File: src/sv/sirq_pkg.sv
package sirq_pkg;

    localparam int A12_FILTER_TICKS_DEF = 8;
    localparam int IRQ_DELAY_TICKS_DEF  = 12;

    localparam int TICK_W = 4;
    localparam int ADDR_W = 16;
    localparam int DATA_W = 8;

    localparam logic [ADDR_W-1:0] ADDR_MASK       = 16'hE003;
    localparam logic [ADDR_W-1:0] ADDR_IRQ_LATCH  = 16'hC000;
    localparam logic [ADDR_W-1:0] ADDR_IRQ_RELOAD = 16'hC001;
    localparam logic [ADDR_W-1:0] ADDR_IRQ_DIS    = 16'hC002;
    localparam logic [ADDR_W-1:0] ADDR_IRQ_EN     = 16'hC003;
    localparam logic [DATA_W-1:0] LATCH_INVERT    = 8'hFF;

    typedef enum logic [0:0] {
        CMD_CPU_WRITE = 1'b0,
        CMD_PPU_TICK  = 1'b1
    } sirq_cmd_t;

    typedef struct packed {
        sirq_cmd_t         command;
        logic [ADDR_W-1:0] cpu_address;
        logic [DATA_W-1:0] cpu_data;
        logic              ppu_a12;
    } sirq_item_t;

endpackage

File: src/sv/sirq_core.sv
module sirq_core
    import sirq_pkg::*;
#(
    parameter int A12_FILTER_TICKS = A12_FILTER_TICKS_DEF,
    parameter int IRQ_DELAY_TICKS  = IRQ_DELAY_TICKS_DEF
) (
    input  logic       aclk,
    input  logic       aresetn,
    input  logic       item_en,
    input  sirq_item_t item,
    output logic       irq_line_next
);

    logic [DATA_W-1:0] reload_value_reg, reload_value_next;
    logic [DATA_W-1:0] line_counter_reg, line_counter_next;
    logic              reload_pending_reg, reload_pending_next;
    logic              irq_enable_reg, irq_enable_next;
    logic [TICK_W-1:0] a12_low_wait_reg, a12_low_wait_next;
    logic [TICK_W-1:0] irq_delay_reg, irq_delay_next;
    logic              irq_line_reg;

    logic [ADDR_W-1:0] addr_dec;
    logic [TICK_W-1:0] wait_dec;
    logic              clock_counter;

    always_comb begin
        reload_value_next   = reload_value_reg;
        line_counter_next   = line_counter_reg;
        reload_pending_next = reload_pending_reg;
        irq_enable_next     = irq_enable_reg;
        a12_low_wait_next   = a12_low_wait_reg;
        irq_delay_next      = irq_delay_reg;
        irq_line_next       = irq_line_reg;
        addr_dec            = item.cpu_address & ADDR_MASK;
        wait_dec            = a12_low_wait_reg;
        clock_counter       = 1'b0;

        if (item.command == CMD_CPU_WRITE) begin
            if (addr_dec == ADDR_IRQ_LATCH) begin
                reload_value_next = item.cpu_data ^ LATCH_INVERT;
            end else if (addr_dec == ADDR_IRQ_RELOAD) begin
                line_counter_next   = '0;
                reload_pending_next = 1'b1;
            end else if (addr_dec == ADDR_IRQ_DIS) begin
                irq_enable_next = 1'b0;
                irq_line_next   = 1'b0;
            end else if (addr_dec == ADDR_IRQ_EN) begin
                irq_enable_next = 1'b1;
            end
        end else begin
            // delay countdown; line rises when it runs out
            if (irq_delay_reg != '0) begin
                irq_delay_next = irq_delay_reg - TICK_W'(1);
                if (irq_delay_next == '0) begin
                    irq_line_next = 1'b1;
                end
            end
            if (a12_low_wait_reg != '0) begin
                wait_dec = a12_low_wait_reg - TICK_W'(1);
            end
            a12_low_wait_next = wait_dec;
            clock_counter = (wait_dec == '0) && item.ppu_a12;
            if (clock_counter) begin
                if (line_counter_reg == '0 || reload_pending_reg) begin
                    line_counter_next = reload_value_reg;
                end else begin
                    line_counter_next = line_counter_reg - DATA_W'(1);
                end
                if ((line_counter_reg != '0 || reload_pending_reg) &&
                    line_counter_next == '0 && irq_enable_reg) begin
                    irq_delay_next = TICK_W'(IRQ_DELAY_TICKS);
                end
                reload_pending_next = 1'b0;
            end
            if (item.ppu_a12) begin
                a12_low_wait_next = TICK_W'(A12_FILTER_TICKS);
            end
        end
    end

    always_ff @(posedge aclk) begin
        if (!aresetn) begin
            reload_value_reg   <= '0;
            line_counter_reg   <= '0;
            reload_pending_reg <= 1'b0;
            irq_enable_reg     <= 1'b0;
            a12_low_wait_reg   <= '0;
            irq_delay_reg      <= '0;
            irq_line_reg       <= 1'b0;
        end else if (item_en) begin
            reload_value_reg   <= reload_value_next;
            line_counter_reg   <= line_counter_next;
            reload_pending_reg <= reload_pending_next;
            irq_enable_reg     <= irq_enable_next;
            a12_low_wait_reg   <= a12_low_wait_next;
            irq_delay_reg      <= irq_delay_next;
            irq_line_reg       <= irq_line_next;
        end
    end

endmodule

File: src/sv/scanline_irq_counter.sv
// Scanline IRQ counter: one input beat (CPU write or PPU tick) gives one result beat.
// Latency: the result beat is valid in the cycle after the input beat is accepted.
// Throughput: one beat per cycle; s_ready is low only while a result waits
// and m_ready is low (the result register is the only buffer).
// Reset: synchronous, active low on aresetn; all counter state and the IRQ line
// clear to zero and no result is pending.
module scanline_irq_counter
    import sirq_pkg::*;
#(
    parameter int A12_FILTER_TICKS = A12_FILTER_TICKS_DEF,
    parameter int IRQ_DELAY_TICKS  = IRQ_DELAY_TICKS_DEF
) (
    input  logic              aclk,
    input  logic              aresetn,
    input  logic              s_valid,
    output logic              s_ready,
    input  logic              s_command,
    input  logic [ADDR_W-1:0] s_cpu_address,
    input  logic [DATA_W-1:0] s_cpu_data,
    input  logic              s_ppu_a12,
    output logic              m_valid,
    input  logic              m_ready,
    output logic              m_irq_level
);

    sirq_item_t item;
    logic       in_beat;
    logic       irq_line_next;
    logic       m_valid_reg, m_valid_next;
    logic       m_irq_level_reg;

    // Accept while the result slot is empty or is being drained this cycle.
    assign s_ready = !m_valid_reg || m_ready;
    assign in_beat = s_valid && s_ready;

    assign item.command     = sirq_cmd_t'(s_command);
    assign item.cpu_address = s_cpu_address;
    assign item.cpu_data    = s_cpu_data;
    assign item.ppu_a12     = s_ppu_a12;

    // Counter state and its registered update; state moves only on an
    // accepted beat.
    sirq_core #(
        .A12_FILTER_TICKS (A12_FILTER_TICKS),
        .IRQ_DELAY_TICKS  (IRQ_DELAY_TICKS)
    ) u_core (
        .aclk          (aclk),
        .aresetn       (aresetn),
        .item_en       (in_beat),
        .item          (item),
        .irq_line_next (irq_line_next)
    );

    always_comb begin
        m_valid_next = m_valid_reg;
        if (in_beat) begin
            m_valid_next = 1'b1;
        end else if (m_ready) begin
            m_valid_next = 1'b0;
        end
    end

    always_ff @(posedge aclk) begin
        if (!aresetn) begin
            m_valid_reg <= 1'b0;
        end else begin
            m_valid_reg <= m_valid_next;
        end
    end

    // Result payload: line level after the accepted item.
    always_ff @(posedge aclk) begin
        if (in_beat) begin
            m_irq_level_reg <= irq_line_next;
        end
    end

    assign m_valid     = m_valid_reg;
    assign m_irq_level = m_irq_level_reg;

endmodule

File: config.mk
export PLATFORM = sky130hd
export DESIGN_NAME = scanline_irq_counter
export DESIGN_NICKNAME = d
export VERILOG_FILES = /design/src/sv/sirq_pkg.sv /design/src/sv/sirq_core.sv /design/src/sv/scanline_irq_counter.sv
export SDC_FILE = /design/constraint.sdc
export NUM_CORES = 1
export LEC_CHECK = 0
export ABC_AREA = 0
export BUFFER_PORTS_ARGS = -buffer_cell sky130_fd_sc_hd__buf_2
export CAP_MARGIN = 20
export CORE_MARGIN = 5
export CORE_UTILIZATION = 57
export CTS_BUF_LIST = sky130_fd_sc_hd__clkbuf_8
export CTS_CLUSTER_SIZE = 25
export DETAILED_ROUTE_END_ITERATION = 10
export PLACE_DENSITY = 0.79
export SLEW_MARGIN = 20
export SYNTH_ARGS = -nofsm -noshare
export SYNTH_HDL_FRONTEND = slang
export SYNTH_HIERARCHICAL = 1
export SYNTH_SLANG_ARGS = --single-unit
File: constraint.sdc
create_clock -name aclk -period 2.3 [get_ports aclk]
set_input_delay 0.46 -clock aclk [delete_from_list [all_inputs] [get_ports aclk]]
set_output_delay 0.46 -clock aclk [all_outputs]
set_load 0.02 [all_outputs]
## Yosys cells after proc, flatten, opt, wreduce, memory -nomap -nowiden

Cells that the tools add are included.

| storage, ports and cells | value |
|---|---|
| bits of input ports | 30 |
| word-level logic and storage cells | 71 |
| register bits after elaboration | 29 |
| memory bits (writable) | 0 |
| memories | 0 |
| bits in latches | 0 |
| ROM bits | 0 |
| output and inout bits | 3 |

| operators by class | value |
|---|---|
| $lt $le $gt $ge | 0 |
| shift operators | 0 |
| div/mod/pow operators | 0 |
| bitwise operators | 4 |
| $add $sub $neg | 3 |
| $mul | 0 |
| equality and inequality tests | 6 |
| mux-type cells | 27 |
| reduce and logical (&&, ||, !) cells | 22 |

Operators by type and width:

| operator | count |
|---|---|
| 8-bit two-way mux | 7 |
| 4-bit two-way mux | 6 |
| 5-bit == test (second input constant) | 4 |
| 8-bit logical NOT | 2 |
| 1-bit two-way mux | 14 |
| 4-bit logical NOT | 2 |
| 8-bit inverter | 1 |
| 4-bit nonzero test | 2 |
| 8-bit nonzero test | 1 |
| 4-bit by 1-bit subtractor with 4-bit output (second input constant) | 2 |
| 8-bit by 1-bit subtractor with 8-bit output (second input constant) | 1 |
| 2-bit nonzero test | 3 |
| 5-bit AND reduction | 1 |
| 1-bit logical AND | 4 |
| 4-bit AND reduction | 1 |
| 1-bit logical OR | 3 |
| 1-bit inverter | 3 |
| 3-bit AND reduction | 1 |
| 2-bit by 1-bit != test with 1-bit output (second input constant) | 1 |
| 2-bit != test (second input constant) | 1 |
| 2-bit AND reduction | 1 |
| 1-bit logical NOT | 1 |

## Depth between registers and ports, before layout

Gate-level depths: netlist (run 1).

| logic depth | value |
|---|---|
| word-level depth | 12 |
| gate-level depth with buffers | 9 |
| depth with buffers taken out | 8 |

## Hierarchy

The synthesis (run 1) kept the hierarchy.

Modules (own cells, without submodules):

| module | sequential area each (um^2) | cells an instance | area each (um^2) | instances |
|---|---|---|---|---|
| sirq_core | 540.5 | 202 | 1675.4 | 1 |
| scanline_irq_counter | 50.0 | 6 | 87.6 | 1 |

## Least setup slack after synthesis (run 1)

OpenSTA, ideal clock, no wires.

| path | value |
|---|---|
| path type | input -> register |
| start | in m_ready |
| end | reg u_core.line_counter_reg[6] |
| slack | 218 ps |
| data arrival time | 2012 ps |
| required time | 2230 ps |
| buffers on the path | 1 |
| library setup time | 70 ps |
| stages on the path | 9 |
| path through | nand2b_4 > and2_4 > nand2_1 > nor3b_1 > o21ai_1 > and2_0 > clkbuf_1 > or3_1 > a21boi_1 |

| between the ends | value |
|---|---|
| cells in the longest elaborated chain, start to end | 3 |

Ends and longest elaborated chain:

| element | line | RTL |
|---|---|---|
| start: declaration | scanline_irq_counter.sv:22 | `input logic m_ready,` |
| 1-bit logical OR | scanline_irq_counter.sv:33 | `assign s_ready = !m_valid_reg \|\| m_ready;` |
| 1-bit logical AND | scanline_irq_counter.sv:34 | `assign in_beat = s_valid && s_ready;` |
| via in_beat | scanline_irq_counter.sv:27 | `logic in_beat;` |
| 4-bit AND reduction (no line) | n/a |  |
| end signal: assignment | sirq_core.sv:92 | `line_counter_reg <= line_counter_next;` |
| end: declaration | sirq_core.sv:15 | `logic [DATA_W-1:0] line_counter_reg, line_counter_next;` |

The timed path passes the listed nets, and every way through them passes these cells.
A chain may end at the register's enable or synchronous reset.

## Final worst setup path (run 1)

| path | value |
|---|---|
| start | reg u_core.a12_low_wait_reg[0] |
| end | reg u_core.irq_delay_reg[0] |

| between the ends | value |
|---|---|
| cells in the longest elaborated chain, start to end | 6 |
| elaborated cells on any way between the ends | 7 |
| classes of those cells | 1 x add/sub; 3 x mux; 3 x reduce/logical |

Ends and longest elaborated chain:

| element | line | RTL |
|---|---|---|
| start: declaration | sirq_core.sv:18 | `logic [TICK_W-1:0] a12_low_wait_reg, a12_low_wait_next;` |
| start signal: assignment | sirq_core.sv:95 | `a12_low_wait_reg <= a12_low_wait_next;` |
| 4-bit by 1-bit subtractor with 4-bit output / 4-bit nonzero test (equally long branches) | sirq_core.sv:59, sirq_core.sv:58 |  |
| 4-bit two-way mux (*) | sirq_core.sv:58 | `if (a12_low_wait_reg != '0) begin` |
| 4-bit two-way mux (*) | sirq_core.sv:38 | `if (item.command == CMD_CPU_WRITE) begin` |
| 4-bit logical NOT (*) | sirq_core.sv:62 | `clock_counter = (wait_dec == '0) && item.ppu_a12;` |
| 1-bit logical AND (*) | sirq_core.sv:62 |  |
| 4-bit two-way mux (*) | sirq_core.sv:63 | `if (clock_counter) begin` |
| end signal: assignment | sirq_core.sv:96 | `irq_delay_reg <= irq_delay_next;` |
| end: declaration | sirq_core.sv:19 | `logic [TICK_W-1:0] irq_delay_reg, irq_delay_next;` |

Mark *: on every way between the ends. The rest lies on a longest branch, timed or not. The select of a mux whose other input is x is not followed.

==> metrics, run 1 <==
status=complete, no violations; Synth Flop Type=dfxtp_1; number of synthesized register bits=29; WP data arrival=2.32 ns; Final Hold Viols=0; total power=1.13 mW; power per cell area=558 nW/um2; # Post-CTS Setup Buffers=0; layout overhead on the synthesized area=15.3%; EDFF count, synth=1; detailed router's first-iteration violation count=109; total negative slack=0 ns; H-tree depth=2; Max Cap Viol=0; Syn Inst Count=208; Port-buffer cells=21; initial core utilization=58.7%; sequential power share=45.4%; CP peak stage delay=0.41 ns; share of the synthesized area in the top cell type=31.8%; Startpoint Class=flop; Clk pwr share=47.2%; placed cell area=1920 um2; cts bufs inserted=5; CP max-delay cell=dfxtp_1; Hold Crit Class=input pin to flop; total track usage=19.9%; Slew headroom=69.2%; DRC=0; post-layout util=67.7%; Switching Power=0.237 mW; worst clock skew=0.00488 ns; family with the most delay on the worst path=compound AO/OA/AOI/OAI gates; Overflow after GRT=0; DR vias=1611; Clock Root Buffer=clkbuf_8; largest net degree at the start of global routing=30; Comb power frac=7.4%; Net Count, Synth=243; final worst-path cycle share=93.4%; sw frac=21.0%; worst-case clock buffer depth=2; P_int=0.896 mW; Final HPWL DP=2830 um; Die ar.=4310 um2; hold_buf cts=0; initial antenna violation count=0; Row Count=20; RSZ-0062 raised after global routing=no; fmax=466 MHz; NumNets Final=269; Seq/Total Area, Yosys=33.5%; cts repair resizes=0; top cells by area, synth=dfxtp_1, nand2_1, o211a_1, mux2i_1, o21ai_0; Placer Congestion=0.921; crit-path max FO=6; first-pass GRT wire length=6500 um; Worst setup EP type=flop; post-route cell area=2030 um2; pre-CTS setup slack=0.166 ns; VDD IR max=508 uV; Reg clk slew, reported paths=0.06 ns; drt first pass iters=4; highest-count cells in the layout ignoring fill and taps=dfxtp_1, nand2_1, buf_2, o21ai_0, nor2_1; Req. time, crit path=2.47 ns; Via-to-Cell Ratio=6.01; Buf+Inv Stages, Crit Path=1; synthesized cell area=1760 um2; Routed Antenna Nets=0; total number of yosys warnings=6; ant diodes=0; worst skew pair latency=0.28 ns; DIE HEIGHT=65.6 um; leakage dissipation=0.857 nW; wire per inst=14.5 um; cell accounting for the most synthesized area=dfxtp_1; die width=65.6 um; final wirelength=3890 um; # clock sinks=29; worst setup margin=0.153 ns; Slew @ Worst Pin=0.459 ns; I/O pin total=33; Final Max Slew Viols=0; Avg Cell Area, Syn=8.48 um2; critical path type=flop to flop; Finish-stage setup viols=0; layout cells sized above 1=20.4%; Distinct cells, synth=52; core region area=3000 um2; Critical Path, Cell by Cell=inv_1 > ha_1 > or2_1 > a21oi_1 > o21ai_1 > a211oi_1 > o221ai_2 > and3_1; minimum clock period=2.15 ns; vias in the first global route=1494; Synth async-reset ratio=0%; CTS tree=yes
kinds of logic (layout without fill, tap and decap cells):
kind of cell | after synthesis | after routing | synth area share [%]
flip-flops | 29 | 29 | 33.5
multiplexers | 7 | 7 | 3.97
buffers and inverters | 18 | 45 | 5.11
AO/OA/AOI/OAI | 56 | 56 | 23.3
XOR/XNOR | 4 | 4 | 1.99
AND/OR/NAND/NOR | 89 | 89 | 28.6
adder cells (fa/ha/maj) | 5 | 5 | 3.55
layout make-up:
| class | instances | area [um2] |
|---|---|---|
| Sequential cell | 29 | 591 |
| Inverter | 8 | 30.0 |
| Fill cell | 257 | 971 |
| Clock inverter | 2 | 33.8 |
| Timing Repair Buffer | 29 | 165 |
| Tap cell | 33 | 41.3 |
| Clock buffer | 6 | 82.6 |
| Multi-Input combinational cell | 161 | 1090 |
power by group through the flow:
| stage | combinational (mW) | clock (mW) | sequential [mW] |
|---|---|---|---|
| after floorplan | 0.0471 | 0 | 0.527 |
| after global placement | 0.0812 | 0 | 0.526 |
| after detailed placement | 0.0828 | 0 | 0.526 |
| after CTS | 0.0835 | 0.552 | 0.515 |
| after global routing | 0.0915 | 0.579 | 0.515 |
| final | 0.0834 | 0.535 | 0.515 |
cells in the mapped netlist, drive strengths merged, types with 2 or more instances:
cell and instances:
nand2 28, a211oi 2, nor2 11, and3 3, nor4 7, nor2b 7
o211ai 3, mux2i 7, xnor2 2, dfxtp 28, or3 3, a21oi 7
or2 3, or4 2, nand3 5, clkbuf 5, xor2 2, and2 3
o2111ai 4, inv 8, o31ai 2, buf 4, nor4bb 2, o21ai 14
o211a 8, nor4b 3, nor3 3, nand2b 4, nor3b 2, ha 5
a21boi 12
tightest hold or removal path: cells and delay by family:
kind            cells  cell delay (ns)
compound gates      1             0.04
buf+inv             2             0.17
metrics by stage:
stage | instances | hold slack [ns]
finish | 268 | 0.436
global route | 268 | 0.431
CTS | 268 | 0.426
detailed placement | 260 | 0.487
global placement | 260 | 0.474
floorplan | 208 | 0.452
final timing paths:
check                             start                         end  slack, ns  depth (start not counted)
min reg2reg  u_core/line_counter_reg[6]  u_core/line_counter_reg[6]       0.50                          2
max          u_core/a12_low_wait_reg[0]     u_core/irq_delay_reg[0]       0.15                          8
min                             s_valid                     m_valid       0.44                          3
max reg2reg  u_core/a12_low_wait_reg[0]     u_core/irq_delay_reg[0]       0.15                          8
routing by layer:
| metal | share of wire (%) | vias to the layer above | global-route usage [%] |
|---|---|---|---|
| met5 | 0 | - | 0 |
| met4 | 2.3 | 0 | 8.81 |
| met3 | 5.8 | 13 | 7.18 |
| met2 | 47 | 44 | 33.0 |
| met1 | 45 | 744 | 22.7 |
| li1 | - | 810 | - |
(Power assumes the default switching activity.)
==> run 2, diff against run 1 <==
--- a/config.mk
+++ b/config.mk
@@ -8,7 +8,7 @@
 export ABC_AREA = 0
 export BUFFER_PORTS_ARGS = -buffer_cell sky130_fd_sc_hd__buf_2
 export CAP_MARGIN = 20
-export CORE_MARGIN = 5
+export CORE_MARGIN = 2
 export CORE_UTILIZATION = 57
 export CTS_BUF_LIST = sky130_fd_sc_hd__clkbuf_8
 export CTS_CLUSTER_SIZE = 25
==> constraint.sdc (replaced) <==
create_clock -name aclk -period 2.2 [get_ports aclk]
set_input_delay 0.44 -clock aclk [delete_from_list [all_inputs] [get_ports aclk]]
set_output_delay 0.44 -clock aclk [all_outputs]
set_load 0.02 [all_outputs]
==> run 2 against run 1 <==
  * Combinational power up 5.9%
  * Register-to-register slack worse by 0.03 ns
  * Global-route usage is 4.3 points higher
  * First-iteration DRC count down 38%
  * Routed wire length shrank 3.4%
  * Clock-buffer cell count increased by 1
  * Sequential cell count stayed put
  * Largest power group is now registers
  * Highest routed layer unchanged
  * Clock skew decreased by 0.00058 ns
  * Critical endpoint is now u_core/irq_delay_reg[1]
==> metrics, run 2 (synthesis results as in run 1) <==
cts bufs inserted=5 (unchanged); largest net degree at the start of global routing=30 (unchanged); R2R cell count=8 (unchanged); Port-buffer cells=21 (unchanged); Reg clk slew, reported paths=0.06 ns (about the same); Slew headroom=70.5% (+1.4 points); VDD IR max=410 uV (-19%); register area=592 um2 (+0.21%); hold wc startpoint=s_valid; routed wl met2=1760 um (-2.9%); CTS tree=yes; detailed router's first-iteration violation count=68 (-38%); drt first pass iters=4 (unchanged); H-tree depth=2 (unchanged); worst skew pair latency=0.28 ns (about the same); Critical Path Source=u_core/a12_low_wait_reg[0]; leakage dissipation=0.848 nW (-1.2%); Routed Antenna Nets=0 (unchanged); r2r startpoint=u_core/a12_low_wait_reg[0]; Final HPWL DP=2650 um (-6.3%); max layer used=met4; Die ar.=3550 um2 (-17%); initial antenna violation count=0 (unchanged); Worst setup EP type=flop; vias in the first global route=1436 (-3.9%); Placer Congestion=0.905 (-1.7%); # clock sinks=29 (unchanged); power per cell area=546 nW/um2 (-2.1%); Final Max Slew Viols=0 (unchanged); r2r endpoint=u_core/irq_delay_reg[1]; layout cells sized above 1=23.0% (+2.6 points); DIE HEIGHT=59.6 um (-9.1%); crit-path max FO=6 (unchanged); Overflow after GRT=0 (unchanged); post-layout util=67.8% (+0.12 points); total track usage=24.1% (+4.3 points); core region area=3000 um2 (unchanged); NumNets Final=269 (unchanged); wire per inst=14.0 um (-3.4%); status=complete, no violations; wl on met1=1730 um (-1.3%); worst clock skew=0.00430 ns (-0.000580 ns); Multi-input gate area=1110 um2 (+1.6%); Finish-stage setup viols=0 (unchanged); Hold Crit Class=input pin to flop; Slew @ Worst Pin=0.440 ns (-0.0185 ns); fmax=482 MHz (+3.5%); WP data arrival=2.24 ns (-0.08 ns); CP max-delay cell=dfxtp_1; hold endpoint=m_valid; Filler cells=257 (unchanged); Startpoint Class=flop; highest-count cells in the layout ignoring fill and taps=nand2_1, dfxtp_1, buf_2, o21ai_0, nor2_1; ant diodes=0 (unchanged); die width=59.6 um (-9.1%); Req. time, crit path=2.37 ns (-0.10 ns); FF-to-FF setup slack=0.12 ns (-0.03 ns); Buf+Inv Stages, Crit Path=1 (unchanged); worst-case clock buffer depth=2 (unchanged); DRC=0 (unchanged); WL met3=185 um (-18%); layout overhead on the synthesized area=15.5%; Hold Crit Depth=3 (unchanged); Final Hold Viols=0 (unchanged); final worst-path cycle share=94.3% (+0.97 points); critical path type=flop to flop; Clock Root Buffer=clkbuf_8; Via-to-Cell Ratio=5.94 (-1.1%); Row Count=20 (unchanged); first-pass GRT wire length=6440 um (-0.95%); WHS=0.412 ns (-0.0233 ns); # Post-CTS Setup Buffers=0 (unchanged); commonest non-fill, non-tap cell in the layout=nand2_1; family with the most delay on the worst path=compound AO/OA/AOI/OAI gates; Max Cap Viol=0 (unchanged); DR vias=1593 (-1.1%); initial core utilization=58.7% (unchanged); CP peak stage delay=0.41 ns (about the same); hold_buf cts=0 (unchanged); Critical Path, Cell by Cell=inv_1 > ha_1 > or2_1 > a21oi_1 > o21ai_2 > a211oi_2 > o221ai_2 > and3_1; minimum clock period=2.08 ns (-0.0720 ns); final wirelength=3760 um (-3.4%); I/O pin total=33 (unchanged)
## run 2: changes by cell type in the layout (fill, tap and decap cells not counted), sizes merged
| cell | previous run | this run |
|---|---|---|
| inv | 9 | 8 |
| clkbuf | 6 | 7 |
| clkinv | 0 | 1 |
| bufinv | 1 | 0 |
## run 2: what timing repair did
item | CTS | global route
setup endpoints to repair | 0 | 9
resized for setup | 0 | 5
endpoints found under the hold margin | 0 | 0
## run 2: worst max path at each step
stage / end / cells past startpoint / slack, ns
2_1_floorplan: u_core/line_counter_reg[6] / 9 / 0.14
3_3_place_gp: u_core/irq_delay_reg[1] / 9 / 0.14
3_5_place_dp: u_core/irq_delay_reg[1] / 7 / 0.14
4_1_cts: u_core/irq_delay_reg[1] / 8 / 0.04
5_1_grt: u_core/line_counter_reg[2] / 9 / -0.03
6_report: u_core/irq_delay_reg[1] / 8 / 0.12
## run 2: layer usage
layer  track usage [%]  up-vias
met3              6.11       10
li1                  -      808
met1              30.9      729
met2              37.5       46
met5                 0        -
met4              12.1        0
## run 2: stage by stage
stage	total power, mW	setup TNS [ns]	instances	instance area, um2	setup WS (ns)
floorplan	0.600	0	208	1760	0.138
global placement	0.636	0	260	1920	0.138
detailed placement	0.636	0	260	1920	0.137
CTS	1.12	0	268	2020	0.0389
global route	1.15	-0.0376	268	2040	-0.0256
finish	1.11	0	268	2040	0.125
## run 2: cell type report
cell class / count / area share, %
tap: 33 / 2.03
clock buffer: 7 / 4.73
timing repair buffer: 29 / 8.11
clock inverter: 1 / 0.246
multi-input combinational: 161 / 54.3
sequential: 29 / 29.1
inverter: 8 / 1.48
## run 2: worst min-delay path, stage by stage
cell and delay [ns]:
buf_2 0.11, inv_1 0.06, a21boi_2 0.04
## run 2: power breakdown
part | internal, mW | leakage (nW) | total, mW | switching, mW
sequential | 0.533 | 0.237 | 0.538 | 0.00524
combinational | 0.0405 | 0.557 | 0.0883 | 0.0478
clock | 0.282 | 0.0542 | 0.485 | 0.203
total | 0.856 | 0.848 | 1.11 | 0.256
